File: config.mk
export PLATFORM = sky130hd
export DESIGN_NAME = sem_back
export DESIGN_NICKNAME = d
export VERILOG_FILES = /design/src/rtl/sem_pkg.sv /design/src/rtl/sem_back.sv
export VERILOG_INCLUDE_DIRS = /design/src /design/src/rtl
export SDC_FILE = /design/constraint.sdc
export NUM_CORES = 1
export LEC_CHECK = 0
export ABC_AREA = 1
export BUFFER_PORTS_ARGS = -buffer_cell sky130_fd_sc_hd__buf_2
export CAP_MARGIN = 0
export CORE_ASPECT_RATIO = 1.4
export CORE_MARGIN = 4
export CORE_UTILIZATION = 65
export CTS_CLUSTER_DIAMETER = 30
export DETAILED_ROUTE_END_ITERATION = 10
export HOLD_SLACK_MARGIN = 0.1
export PLACE_DENSITY_LB_ADDON = 0.15
export SLEW_MARGIN = 25
export SYNTH_ARGS = -nofsm -noshare
export SYNTH_HDL_FRONTEND = slang
export SYNTH_SLANG_ARGS = --single-unit
File: constraint.sdc
create_clock -name clk -period 7.4 [get_ports clk]
set_input_delay 0.37 -clock clk [delete_from_list [all_inputs] [get_ports clk]]
set_output_delay 0.37 -clock clk [all_outputs]
set_load 0.02 [all_outputs]
File: src/rtl/assert_macros.svh
// ----------------------------------------------------------------------------
// Assertion macros
// Concurrent assertion wrappers; compiled out when SYNTHESIS is defined.
// ----------------------------------------------------------------------------
`ifndef ASSERT_MACROS_SVH
`define ASSERT_MACROS_SVH
`ifndef SYNTHESIS
`define ASSERT_PROP(lbl, clk, rst_n, prop) \
    lbl: assert property (@(posedge clk) disable iff (!rst_n) prop) \
        else $error("assertion %m failed");
`define ASSERT_NEVER(lbl, clk, rst_n, expr) `ASSERT_PROP(lbl, clk, rst_n, !(expr))
`else
`define ASSERT_PROP(lbl, clk, rst_n, prop)
`define ASSERT_NEVER(lbl, clk, rst_n, expr)
`endif
`endif

File: src/rtl/sem_pkg.sv
// ----------------------------------------------------------------------------
// sem_pkg
// Shared types and constants of the Sobel edge magnitude block.
// ----------------------------------------------------------------------------
`default_nettype none

package sem_pkg;

    localparam int MAX_WIDTH_DEFAULT   = 1024;
    localparam int QUEUE_DEPTH_DEFAULT = 4;

    localparam int PIX_W   = 8;
    localparam int FW_W    = 11;
    localparam int FH_W    = 16;
    localparam int CFG_W   = 16;
    localparam int ROW_W   = 16;
    localparam int COL_W   = 10;
    localparam int GRAD_W  = 11;

    localparam logic [FW_W-1:0] FRAME_WIDTH_RESET  = 11'd640;
    localparam logic [FH_W-1:0] FRAME_HEIGHT_RESET = 16'd480;

    // register indexes of the configuration port
    localparam logic REG_FRAME_WIDTH  = 1'b0;
    localparam logic REG_FRAME_HEIGHT = 1'b1;

    localparam logic [PIX_W-1:0] MAG_MAX = 8'd255;

    // one classified pixel handed from the front end to the back end
    typedef struct packed {
        logic signed [GRAD_W-1:0] gx;
        logic signed [GRAD_W-1:0] gy;
        logic                     interior;
        logic                     has_out;
        logic                     last_col;
        logic                     last_row;
        logic [ROW_W-1:0]         row;
        logic [COL_W-1:0]         col;
    } job_t;

endpackage

`default_nettype wire

File: src/rtl/sem_back.sv
// ----------------------------------------------------------------------------
// sem_back
// Squares, bit-serial square root and result sequencing with output register.
// ----------------------------------------------------------------------------
`default_nettype none
`include "assert_macros.svh"

module sem_back (
    input  wire logic                       clk,
    input  wire logic                       rst_n,
    output logic                            job_pop,
    input  wire logic                       job_empty,
    input  sem_pkg::job_t                   job,
    output logic                            empty,
    input  wire logic                       pop,
    output logic [sem_pkg::PIX_W-1:0]       magnitude,
    output logic [sem_pkg::ROW_W-1:0]       out_row,
    output logic [sem_pkg::COL_W-1:0]       out_col,
    output logic                            last_of_run,
    output logic                            frame_end
);
    import sem_pkg::*;

    localparam logic [2:0] B_IDLE   = 3'd0;
    localparam logic [2:0] B_SQUARE = 3'd1;
    localparam logic [2:0] B_SUM    = 3'd2;
    localparam logic [2:0] B_ROOT   = 3'd3;
    localparam logic [2:0] B_EMIT   = 3'd4;

    logic [2:0]        b_state_reg, b_state_next;
    job_t              job_reg;
    logic [3:0]        mask_reg, mask_next;
    logic [19:0]       sq_x_reg, sq_y_reg;
    logic [15:0]       v_reg;
    logic [8:0]        rem_reg;
    logic [7:0]        root_reg;
    logic [2:0]        cnt_reg;
    logic [PIX_W-1:0]  mag_reg;

    logic              out_valid_reg;
    logic [PIX_W-1:0]  out_mag_reg;
    logic [ROW_W-1:0]  out_row_reg;
    logic [COL_W-1:0]  out_col_reg;
    logic              out_last_reg;
    logic              out_fe_reg;

    logic signed [GRAD_W-1:0] gx_s, gy_s;
    logic signed [21:0]       prod_x, prod_y;
    logic [20:0]              sum_sq;
    logic [10:0]              rem_sh, trial, rem_sub;
    logic                     ge;
    logic [7:0]               root_next;
    logic                     load_out;
    logic [1:0]               sel;
    logic [3:0]               sel_bit;
    logic [PIX_W-1:0]         e_mag;
    logic [ROW_W-1:0]         e_row;
    logic [COL_W-1:0]         e_col;

    assign gx_s   = job_reg.gx;
    assign gy_s   = job_reg.gy;
    assign prod_x = 22'(gx_s) * 22'(gx_s);
    assign prod_y = 22'(gy_s) * 22'(gy_s);
    assign sum_sq = 21'(sq_x_reg) + 21'(sq_y_reg);

    // one root bit per cycle, two radicand bits per step
    always_comb
    begin
        rem_sh    = {rem_reg, v_reg[15:14]};
        trial     = {1'b0, root_reg, 2'b01};
        ge        = (rem_sh >= trial);
        rem_sub   = rem_sh - trial;
        root_next = {root_reg[6:0], ge};
    end

    // pick the oldest pending result of this job
    always_comb
    begin
        if (mask_reg[0])
            sel = 2'd0;
        else if (mask_reg[1])
            sel = 2'd1;
        else if (mask_reg[2])
            sel = 2'd2;
        else
            sel = 2'd3;
        sel_bit = 4'b0001 << sel;
        e_mag   = (sel == 2'd0) ? mag_reg : '0;
        e_row   = (sel[1]) ? job_reg.row : job_reg.row - 16'd1;
        e_col   = (sel[0]) ? job_reg.col : job_reg.col - 10'd1;
    end

    assign load_out = (b_state_reg == B_EMIT) && (!out_valid_reg || pop);
    assign job_pop  = (b_state_reg == B_IDLE) && !job_empty;

    always_comb
    begin
        b_state_next = b_state_reg;
        mask_next    = mask_reg;
        case (b_state_reg)
            B_IDLE:
            begin
                if (!job_empty)
                begin
                    mask_next = job.has_out ?
                                {job.last_col && job.last_row, job.last_row, job.last_col, 1'b1}
                                : 4'b0000;
                    if (!job.has_out)
                        b_state_next = B_IDLE;
                    else if (job.interior)
                        b_state_next = B_SQUARE;
                    else
                        b_state_next = B_EMIT;
                end
            end
            B_SQUARE: b_state_next = B_SUM;
            B_SUM:    b_state_next = (sum_sq[20:16] != '0) ? B_EMIT : B_ROOT;
            B_ROOT:
            begin
                if (cnt_reg == 3'd0)
                    b_state_next = B_EMIT;
            end
            B_EMIT:
            begin
                if (load_out)
                begin
                    mask_next = mask_reg & ~sel_bit;
                    if ((mask_reg & ~sel_bit) == 4'b0000)
                        b_state_next = B_IDLE;
                end
            end
            default: b_state_next = B_IDLE;
        endcase
    end

    always_ff @(posedge clk or negedge rst_n)
    begin
        if (!rst_n)
        begin
            b_state_reg   <= B_IDLE;
            mask_reg      <= '0;
            out_valid_reg <= 1'b0;
        end
        else
        begin
            b_state_reg <= b_state_next;
            mask_reg    <= mask_next;
            if (load_out)
                out_valid_reg <= 1'b1;
            else if (pop)
                out_valid_reg <= 1'b0;
        end
    end

    always_ff @(posedge clk)
    begin
        case (b_state_reg)
            B_IDLE:
            begin
                if (!job_empty)
                begin
                    job_reg <= job;
                    mag_reg <= '0;
                end
            end
            B_SQUARE:
            begin
                sq_x_reg <= prod_x[19:0];
                sq_y_reg <= prod_y[19:0];
            end
            B_SUM:
            begin
                v_reg    <= sum_sq[15:0];
                rem_reg  <= '0;
                root_reg <= '0;
                cnt_reg  <= 3'd7;
                if (sum_sq[20:16] != '0)
                    mag_reg <= MAG_MAX;
            end
            B_ROOT:
            begin
                v_reg    <= {v_reg[13:0], 2'b00};
                rem_reg  <= ge ? rem_sub[8:0] : rem_sh[8:0];
                root_reg <= root_next;
                cnt_reg  <= cnt_reg - 3'd1;
                if (cnt_reg == 3'd0)
                    mag_reg <= root_next;
            end
            default:
            begin
            end
        endcase

        if (load_out)
        begin
            out_mag_reg  <= e_mag;
            out_row_reg  <= e_row;
            out_col_reg  <= e_col;
            out_last_reg <= ((mask_reg & ~sel_bit) == 4'b0000);
            out_fe_reg   <= (sel == 2'd3);
        end
    end

    assign empty       = !out_valid_reg;
    assign magnitude   = out_mag_reg;
    assign out_row     = out_row_reg;
    assign out_col     = out_col_reg;
    assign last_of_run = out_last_reg;
    assign frame_end   = out_fe_reg;

    `ASSERT_PROP(a_emit_has_work, clk, rst_n, (b_state_reg == B_EMIT) |-> (mask_reg != 4'b0000))
    `ASSERT_PROP(a_root_ends, clk, rst_n, (b_state_reg == B_ROOT && cnt_reg == 3'd0) |=> (b_state_reg == B_EMIT))
    `ASSERT_PROP(a_end_is_last, clk, rst_n, (out_valid_reg && out_fe_reg) |-> out_last_reg)
    `ASSERT_PROP(a_load_in_emit, clk, rst_n, $rose(out_valid_reg) |-> $past(b_state_reg == B_EMIT))

endmodule

`default_nettype wire

; ---- After elaboration in Yosys (flattened, before gate mapping)
; Index checks and enable logic that the tools add are counted.
[word_totals]
out_inout_bits = 38
in_bits = 56
regBits = 176
[classes]
multipliers = 2
n_reduce_logical = 19
mux = 28
shift = 1
addsub = 5
eq_ne = 10
order_cmp = 1
n_bitwise = 3
[ops]
columns = op, count
row1 = multiplier 11 x 11 -> 20 bit, 2
row2 = case mux 16 bit (2 select lines), 1
row3 = two-way mux 8 bit, 3
row4 = case mux 8 bit (3 select lines), 1
row5 = adder 20 x 20 -> 21 bit, 1
row6 = two-way mux 3 bit, 7
row7 = case mux 9 bit (2 select lines), 1
row8 = two-way mux 16 bit, 1
row9 = case mux 8 bit (2 select lines), 1
row10 = "subtractor 16 x 1 -> 16 bit, second input constant", 1
row11 = case mux 3 bit (5 select lines), 1
row12 = two-way mux 4 bit, 3
row13 = >= comparator 11 x 10 -> 1 bit, 1
row14 = two-way mux 10 bit, 1
row15 = "subtractor 10 x 1 -> 10 bit, second input constant", 1
row16 = two-way mux 9 bit, 1
row17 = subtractor 9 bit, 1
row18 = "!= test 2 bit, second input constant", 4
row19 = case mux 4 bit (2 select lines), 1
row20 = AND reduction 4 bit, 2
row21 = "equality test 3 x 2 -> 1 bit, second input constant", 2
row22 = logical NOT 3 bit, 2
row23 = case mux 3 bit (2 select lines), 1
row24 = nonzero test 2 bit, 3
row25 = 20 further kinds, 26

; ---- Depth between registers and ports, before layout
; Gate-level depths: netlist of the first run.
[depth]
depth_word = 10
depth_mapped = 21
ltp_nobuf = 21

; ---- Worst setup path after synthesis of the first run
; Ideal clock, no wire load.
[synth_path]
path_type = register to register
start = register job_reg, in the netlist gy_s[2]
end = register sq_y_reg[17] (data pin)
setup_time_ps = 262
synth_period_minus_slack_ps = 5013
path_stages_with_launch = 22
n_path_buf = 1
path_slack_ps = 2387
arrival_time_ps = 4751
cell_sequence = edfxtp_1 > clkbuf_1 > nand2_1 > fa_1 > inv_1 > fa_1 > inv_1 > fa_1 > inv_1 > fa_1 > inv_1 > fa_1 > inv_1 > ha_1 > nand2_1 > nor3_1 > nand2_1 > nand2_1 > a21boi_1 > o21ai_1 > a21oi_1 > xor2_1
[synth_between]
elab_chain_len = 1
[synth_lines]
columns = element, line
row1 = "start, declared", sem_back.sv:31  ; job_t job_reg;
row2 = "start signal, assigned", sem_back.sv:162  ; job_reg <= job;
row3 = multiplier 11 x 11 -> 20 bit, sem_back.sv:63  ; assign prod_y = 22'(gy_s) * 22'(gy_s);
row4 = net prod_y[17], sem_back.sv:48  ; logic signed [21:0] prod_x, prod_y;
row5 = "end signal, assigned", sem_back.sv:169  ; sq_y_reg <= prod_y[19:0];
row6 = "end, declared", sem_back.sv:33  ; logic [19:0] sq_x_reg, sq_y_reg;
; The timed path passes the listed nets, and every way through them passes these cells.
; A chain may end at the register's enable or synchronous reset.

; ---- Worst setup path in the final report of the first run
[layout_path]
start = register job_reg, in the netlist gy_s[2]
end = register sq_y_reg[19] (data pin)
; The elaborated chain is that of the path after synthesis.

==> out/results.txt, run 1 <==
Fin Clk Skew: 0.01269 ns
Core Area: 23890 sq um
Post-route ant nets: 0
Clock Path Buffers: 2
# setup viols final: 0
Drt initial violations: 533
Worst Max-Slew Pin Slew: 1.014 ns
Final GP Congestion: 0.8677
Via count: 10.76k
Fill cell count: 1741
Largest register FFs: 26
Netlist cell types: 45
Post-DR vias/cell: 5.156
DR pass1 iterations: 7
IO Port Bufs: 93
Final Cell Area: 17510 sq um
# diodes: 0
Tmin final: 5.382 ns
Die Area: 26780 sq um
Outcome: completed
Seq/Total Area, Yosys: 0.3297
Vias in the first global route: 11.56k
Final cycle utilization of the critical path: 0.7272
Placed cells: 2020
Final nets: 2125
Slew Limit Fails: 0
Register area: 5185 sq um
Clock-pin slew on the worst setup and hold paths: 0.07 ns
Global Route Usage Sum: 0.2393
Mapped cell area: 15730 sq um
Required time of the critical path: 7.57 ns
Core Rows: 67
Max H-tree Level: 4
Die Y: 192.1 um
Post-synthesis instance total: 1647
Setup_tns: 0 ns
DRC viols: 0
CP startpoint kind: register
Slowest-stage cell, CP: edfxtp_1
Slew headroom: 0.3226
Fmax: 0.1858 GHz
First-pass GRT wire length: 51.65 mm
Multi-input logic area: 8753 sq um
Post-Syn Area per Cell: 9.549 sq um
CTS tree: yes
Root buffer cell: clkbuf_16
RSZ-0062 raised after global routing: no
Worst-path cell chain: nand2_1, fa_1, inv_1, fa_1, inv_1, fa_1, inv_1, fa_1, inv_1, fa_1, inv_1, ha_1, nand2_1, nor3_1, nand2_1, nand2_1, a21boi_1, o21ai_1, a21oi_1, xor2_1
Critical path endpoint category: register
Max Cap Viol: 0
Hold crit path type: in2reg
Die X: 139.5 um
Cell family with most CP delay: adder cells
Starting Density: 0.6583
Flops & latches, synth: 174
Placed cell area: 16500 sq um
CP bufs+invs: 5
Worst slack at placement: 2.065 ns
Later-pin clock latency in the skew report: 0.44 ns
HPWL Detailed: 24.26 mm
Largest net degree at the start of global routing: 42
Final Instance Count excl. Fillers: 2087
Worst setup margin: 2.018 ns
Area Growth Syn to Fin: 11.34%
Top Ports: 94
Routed len/inst: 14.53 um
Slowest cell delay on critical path: 0.70 ns
Final wirelength: 30.32 mm
Ratio of cells with drive above 1 in the final layout: 0.08666
Worst setup path category: reg2reg
Setup slack, reg-to-reg: 2.02 ns
Crit-path max FO: 13
Grt ovf: 0
Initial antenna violation count: 0
Fin. Hold Viols: 0
Synthesis warning total: 0
Worst Path Arrival: 5.55 ns
Num Clock Sinks: 174
CTS Buf Count: 17
Syn nets: 2008
worst paths after layout:
check | end | start | cells past startpoint
worst max-delay path | sq_y_reg[19] | gy_s[2] | 20
worst min-delay path | job_reg[0] | job[0] | 1
worst max register to register | sq_y_reg[19] | gy_s[2] | 20
worst min register to register | magnitude[5] | mag_reg[5] | 2
max in group asynchronous | mask_reg[2] | rst_n | 2
min in group asynchronous | mask_reg[3] | rst_n | 2
logic make-up (layout without fill, tap and decap cells):
group / after synthesis / count (layout) / synth area share
compound gates: 150 / 150 / 0.05211
xor+xnor: 98 / 98 / 0.05457
fa+ha+maj: 305 / 305 / 0.3333
buf+inv: 484 / 614 / 0.1157
flops: 174 / 174 / 0.3297
simple gates: 436 / 436 / 0.1146
metrics by stage:
step / utilization / hold slack (ns)
6_report: 0.7329 / 0.1095
5_1_grt: 0.7329 / 0.1003
4_1_cts: 0.7302 / 0.1004
3_5_place_dp: 0.6906 / 0.2270
3_3_place_gp: 0.6906 / 0.2224
2_1_floorplan: - / 0.07441
per-layer routing:
metal / global-route usage / wire (um)
met5: 0 / 0
met4: 0.08020 / 776
met3: 0.03014 / 1002
met2: 0.4778 / 17630
met1: 0.2577 / 10910
cell usage after synthesis:
cell | instances | share of area
or2_2 | 4 | 0.0016
a211oi_1 | 2 | 0.00095
o21a_1 | 2 | 0.00095
buf_2 | 2 | 0.00064
a31o_2 | 1 | 0.00056
nor3_4 | 1 | 0.0010
ha_1 | 115 | 0.091
nand3_1 | 28 | 0.0089
a21o_1 | 2 | 0.00095
fa_1 | 190 | 0.24
a21boi_1 | 2 | 0.00095
nand2_1 | 283 | 0.068
nor3_1 | 6 | 0.0019
xnor2_1 | 43 | 0.024
and3_1 | 4 | 0.0016
edfxtp_1 | 166 | 0.32
dfrtp_1 | 8 | 0.013
nor3_2 | 4 | 0.0025
o21ai_0 | 44 | 0.014
a21oi_1 | 78 | 0.025
o21bai_1 | 2 | 0.00095
o22ai_1 | 1 | 0.00040
a221oi_1 | 1 | 0.00056
o221ai_1 | 1 | 0.00056
o2111ai_1 | 1 | 0.00056
a22oi_1 | 1 | 0.00048
nor4_1 | 1 | 0.00040
xor2_1 | 55 | 0.031
or3_4 | 1 | 0.00072
clkbuf_1 | 29 | 0.0069
o21ai_1 | 3 | 0.00095
clkinv_1 | 2 | 0.00048
inv_2 | 1 | 0.00024
inv_1 | 450 | 0.11
nand2_2 | 4 | 0.0016
nand3_2 | 2 | 0.0013
nand3b_1 | 3 | 0.0014
a31oi_1 | 5 | 0.0020
nor2_1 | 86 | 0.021
o21ai_4 | 1 | 0.0010
nand4_1 | 6 | 0.0024
nor2_2 | 2 | 0.00080
o211ai_1 | 1 | 0.00048
or2_1 | 1 | 0.00040
o31ai_1 | 2 | 0.00095
cells in the final DEF, fill, tap and decap left out, types with 17 or more instances in the layout:
cell type / netlist / routed
buf_2: 2 / 93
dlygate4sd3_1: 0 / 33
clkbuf_16: 0 / 17
nand3_1: 28 / 28
inv_1: 450 / 449
edfxtp_1: 166 / 166
a21oi_1: 78 / 78
ha_1: 115 / 115
xnor2_1: 43 / 43
nor2_1: 86 / 82
fa_1: 190 / 190
xor2_1: 55 / 55
nand2_1: 283 / 283
o21ai_0: 44 / 44
repair_timing:
action	in CTS	in global routing
hold buffers	32	1
buffers inserted	0	0
endpoints found under the hold margin	39	1
setup endpoints to repair	0	0
gates resized for setup	0	0
final cells by class:
type	count	share of cell area
clock buffer	17	0.02429
clock inverter	15	0.01143
inverter	453	0.09711
multi-input combinational	989	0.4999
sequential	174	0.2961
tap	310	0.02215
timing repair buffer	129	0.04902
Power of run 1 is not shown: default switching activity piles up to over one toggle a cycle in this logic, so the estimate is an artifact.
==> run 2: changes to the inputs <==
CORE_UTILIZATION = 57   (was 65)
clock period = 4.7 ns   (was 7.4 ns; I/O delays follow)
==> run 2 against run 1 <==
The run now ends with setup timing left. Wire length up 13%. Design area increased by 15%. Fmax increased by 12%. Die area is 13% higher. Critical path depth shrank 1. Register-to-register slack worse by 2.1 ns. Largest cell class unchanged. Highest routed layer unchanged.
==> out/results.txt, run 2 (synthesized netlist as in run 1, its figures left out) <==
Failing checks: setup timing
CTS Buf Count: 17 (unchanged)
HPWL Detailed: 25.03 mm (was 24.26 mm)
Fin. Hold Viols: 0 (unchanged)
Via count: 11.80k (was 10.76k)
Die Area: 30350 sq um (was 26780 sq um)
CTS tree: yes (unchanged)
Final nets: 2347 (was 2125)
Slew Limit Fails: 0 (unchanged)
Routed len/inst: 14.45 um (was 14.53 um)
# setup viols final: 9 (was 0)
RSZ-0062 raised after global routing: yes (was no)
Worst Max-Slew Pin Slew: 0.9791 ns (was 1.014 ns)
Grt ovf: 0 (unchanged)
Largest net degree at the start of global routing: 40 (was 42)
Slew headroom: 0.3457 (was 0.3226)
Slowest-stage cell, CP: edfxtp_1 (unchanged)
Die X: 148.4 um (was 139.5 um)
Hold crit path type: in2async (was in2reg)
Crit path depth: 19 (was 20)
Core Rows: 71 (was 67)
Tmin final: 4.792 ns (was 5.382 ns)
Cell family with most CP delay: adder cells (unchanged)
Largest register FFs: 26 (unchanged)
Outcome: finished with violations (was completed)
Worst Path Arrival: 4.99 ns (was 5.55 ns)
Ratio of cells with drive above 1 in the final layout: 0.2566 (was 0.08666)
Slowest cell delay on critical path: 0.50 ns (was 0.70 ns)
CP startpoint kind: register (unchanged)
Final cycle utilization of the critical path: 1.020 (was 0.7272)
Later-pin clock latency in the skew report: 0.45 ns (was 0.44 ns)
Fmax: 0.2087 GHz (was 0.1858 GHz)
Post-DR vias/cell: 4.991 (was 5.156)
Final GP Congestion: 0.8725 (was 0.8677)
Root buffer cell: clkbuf_16 (unchanged)
DR pass1 iterations: 6 (was 7)
DRC viols: 0 (unchanged)
# diodes: 0 (unchanged)
Post-route ant nets: 0 (unchanged)
Top Ports: 94 (unchanged)
Initial antenna violation count: 0 (unchanged)
Commonest non-fill, non-tap cell in the layout: inv_1 (unchanged)
Crit-path max FO: 4 (was 13)
Placed cells: 2214 (was 2020)
Required time of the critical path: 4.90 ns (was 7.57 ns)
Post-layout util: 0.7462 (was 0.7329)
Critical path endpoint category: register (unchanged)
First-pass GRT wire length: 56.27 mm (was 51.65 mm)
CP bufs+invs: 6 (was 5)
Clock-pin slew on the worst setup and hold paths: 0.07 ns (about the same)
IO Port Bufs: 93 (unchanged)
Worst setup path category: reg2reg (unchanged)
Most used cell, CP: fa_1
Num Clock Sinks: 174 (unchanged)
Core Area: 27010 sq um (was 23890 sq um)
Die Y: 204.5 um (was 192.1 um)
Most frequent cells in the layout: 413 x inv_1, 254 x nand2_1, 173 x buf_4, 170 x fa_1, 166 x edfxtp_1 (was 449 x inv_1, 283 x nand2_1, 190 x fa_1, 166 x edfxtp_1, 115 x ha_1)
Worst-path cell chain: buf_4, buf_4, nand2_4, fa_1, fa_1, fa_1, inv_1, fa_1, inv_1, fa_1, inv_2, ha_4, a21oi_2, o21a_1, nand2_2, a21boi_2, o21ai_2, buf_4, xor2_1 (was nand2_1, fa_1, inv_1, fa_1, inv_1, fa_1, inv_1, fa_1, inv_1, fa_1, inv_1, ha_1, nand2_1, nor3_1, nand2_1, nand2_1, a21boi_1, o21ai_1, a21oi_1, xor2_1)
Vias in the first global route: 12.62k (was 11.56k)
Drt initial violations: 470 (was 533)
Global Route Usage Sum: 0.2321 (was 0.2393)
Fin Clk Skew: 0.01734 ns (was 0.01269 ns)
Worst setup margin: -0.09238 ns (was 2.018 ns)
Area Growth Syn to Fin: 28.12% (was 11.34%)
Clock Path Buffers: 2 (unchanged)
Final Instance Count excl. Fillers: 2364 (was 2087)
Setup_tns: -0.5789 ns (was 0 ns)
Worst Reg-to-Reg Cells: 19 (was 20)
Starting Density: 0.5824 (was 0.6583)
Max Cap Viol: 0 (unchanged)
Final wirelength: 34.16 mm (was 30.32 mm)
Max H-tree Level: 4 (unchanged)
==> run 2: changes by cell type in the layout (fill, tap and decap cells not counted), moves of 13 or more <==
cell           previous run  this run
buf_4                     1       173
inv_1                   449       413
inv_2                     2        37
buf_6                     0        29
nand2_1                 283       254
ha_1                    115        92
ha_4                      0        23
fa_1                    190       170
fa_2                      0        20
dlygate4sd3_1            33        52
nand2_2                   4        23
a21oi_1                  78        60
a21oi_2                   0        13
==> run 2: through the flow <==
| stage | instance area (sq um) | worst slack [ns] | hold WS, ns |
|---|---|---|---|
| 2_1_floorplan | 15900 | 0.001190 | -0.06059 |
| 3_3_place_gp | 17690 | -0.2118 | 0.08516 |
| 3_5_place_dp | 17740 | -0.2622 | 0.08994 |
| 4_1_cts | 19640 | -0.02467 | 0.1426 |
| 5_1_grt | 20150 | -0.2919 | 0.1785 |
| 6_report | 20150 | -0.09238 | 0.1529 |
==> run 2: worst paths after layout <==
check                           slack, ns  startpoint             end
min in group clk                     0.16     job[29]  b_state_reg[0]
worst max-delay path                -0.09     gy_s[3]    sq_y_reg[15]
worst min-delay path                 0.15       rst_n     mask_reg[3]
worst max register to register      -0.09     gy_s[3]    sq_y_reg[15]
max in group asynchronous            4.37       rst_n  b_state_reg[0]
worst min register to register       0.51  mag_reg[3]    magnitude[3]
==> run 2: worst register-to-register path: cells and delay by family, from the launching register on <==
family,cells,cell delay [ns]
compound gates,4,0.58
xor+xnor,1,0.13
fa+ha+maj,6,2.62
buf+inv,6,0.60
flops,1,0.50
simple gates,2,0.12
==> run 2: layout make-up <==
class	count	area, sq um
Multi-Input combinational cell	989	9490
Clock buffer	17	425.4
Tap cell	365	456.7
Sequential cell	174	5185
Timing Repair Buffer	351	2714
Fill cell	1952	6855
Clock inverter	15	175.2
Inverter	453	1704
==> run 2: routing by layer <==
metal	global-route usage	vias up	wire, um
met5	0	-	0
met4	0.09211	0	1309
met3	0.03187	97	1078
met2	0.4575	262	19550
met1	0.2454	5744	12220
li1	-	5696	-
==> run 2: timing repair <==
| action | 4_1_cts | 5_1_grt |
|---|---|---|
| endpoints found under the setup margin | 14 | 20 |
| resized for setup | 113 | 81 |
| endpoints found under the hold margin | 59 | 0 |
| pin swaps | 108 | 82 |
| setup buffers | 42 | 26 |
| cloned | 0 | 0 |
| hold buffers | 52 | 0 |
Power of run 2 is left out for the same reason.
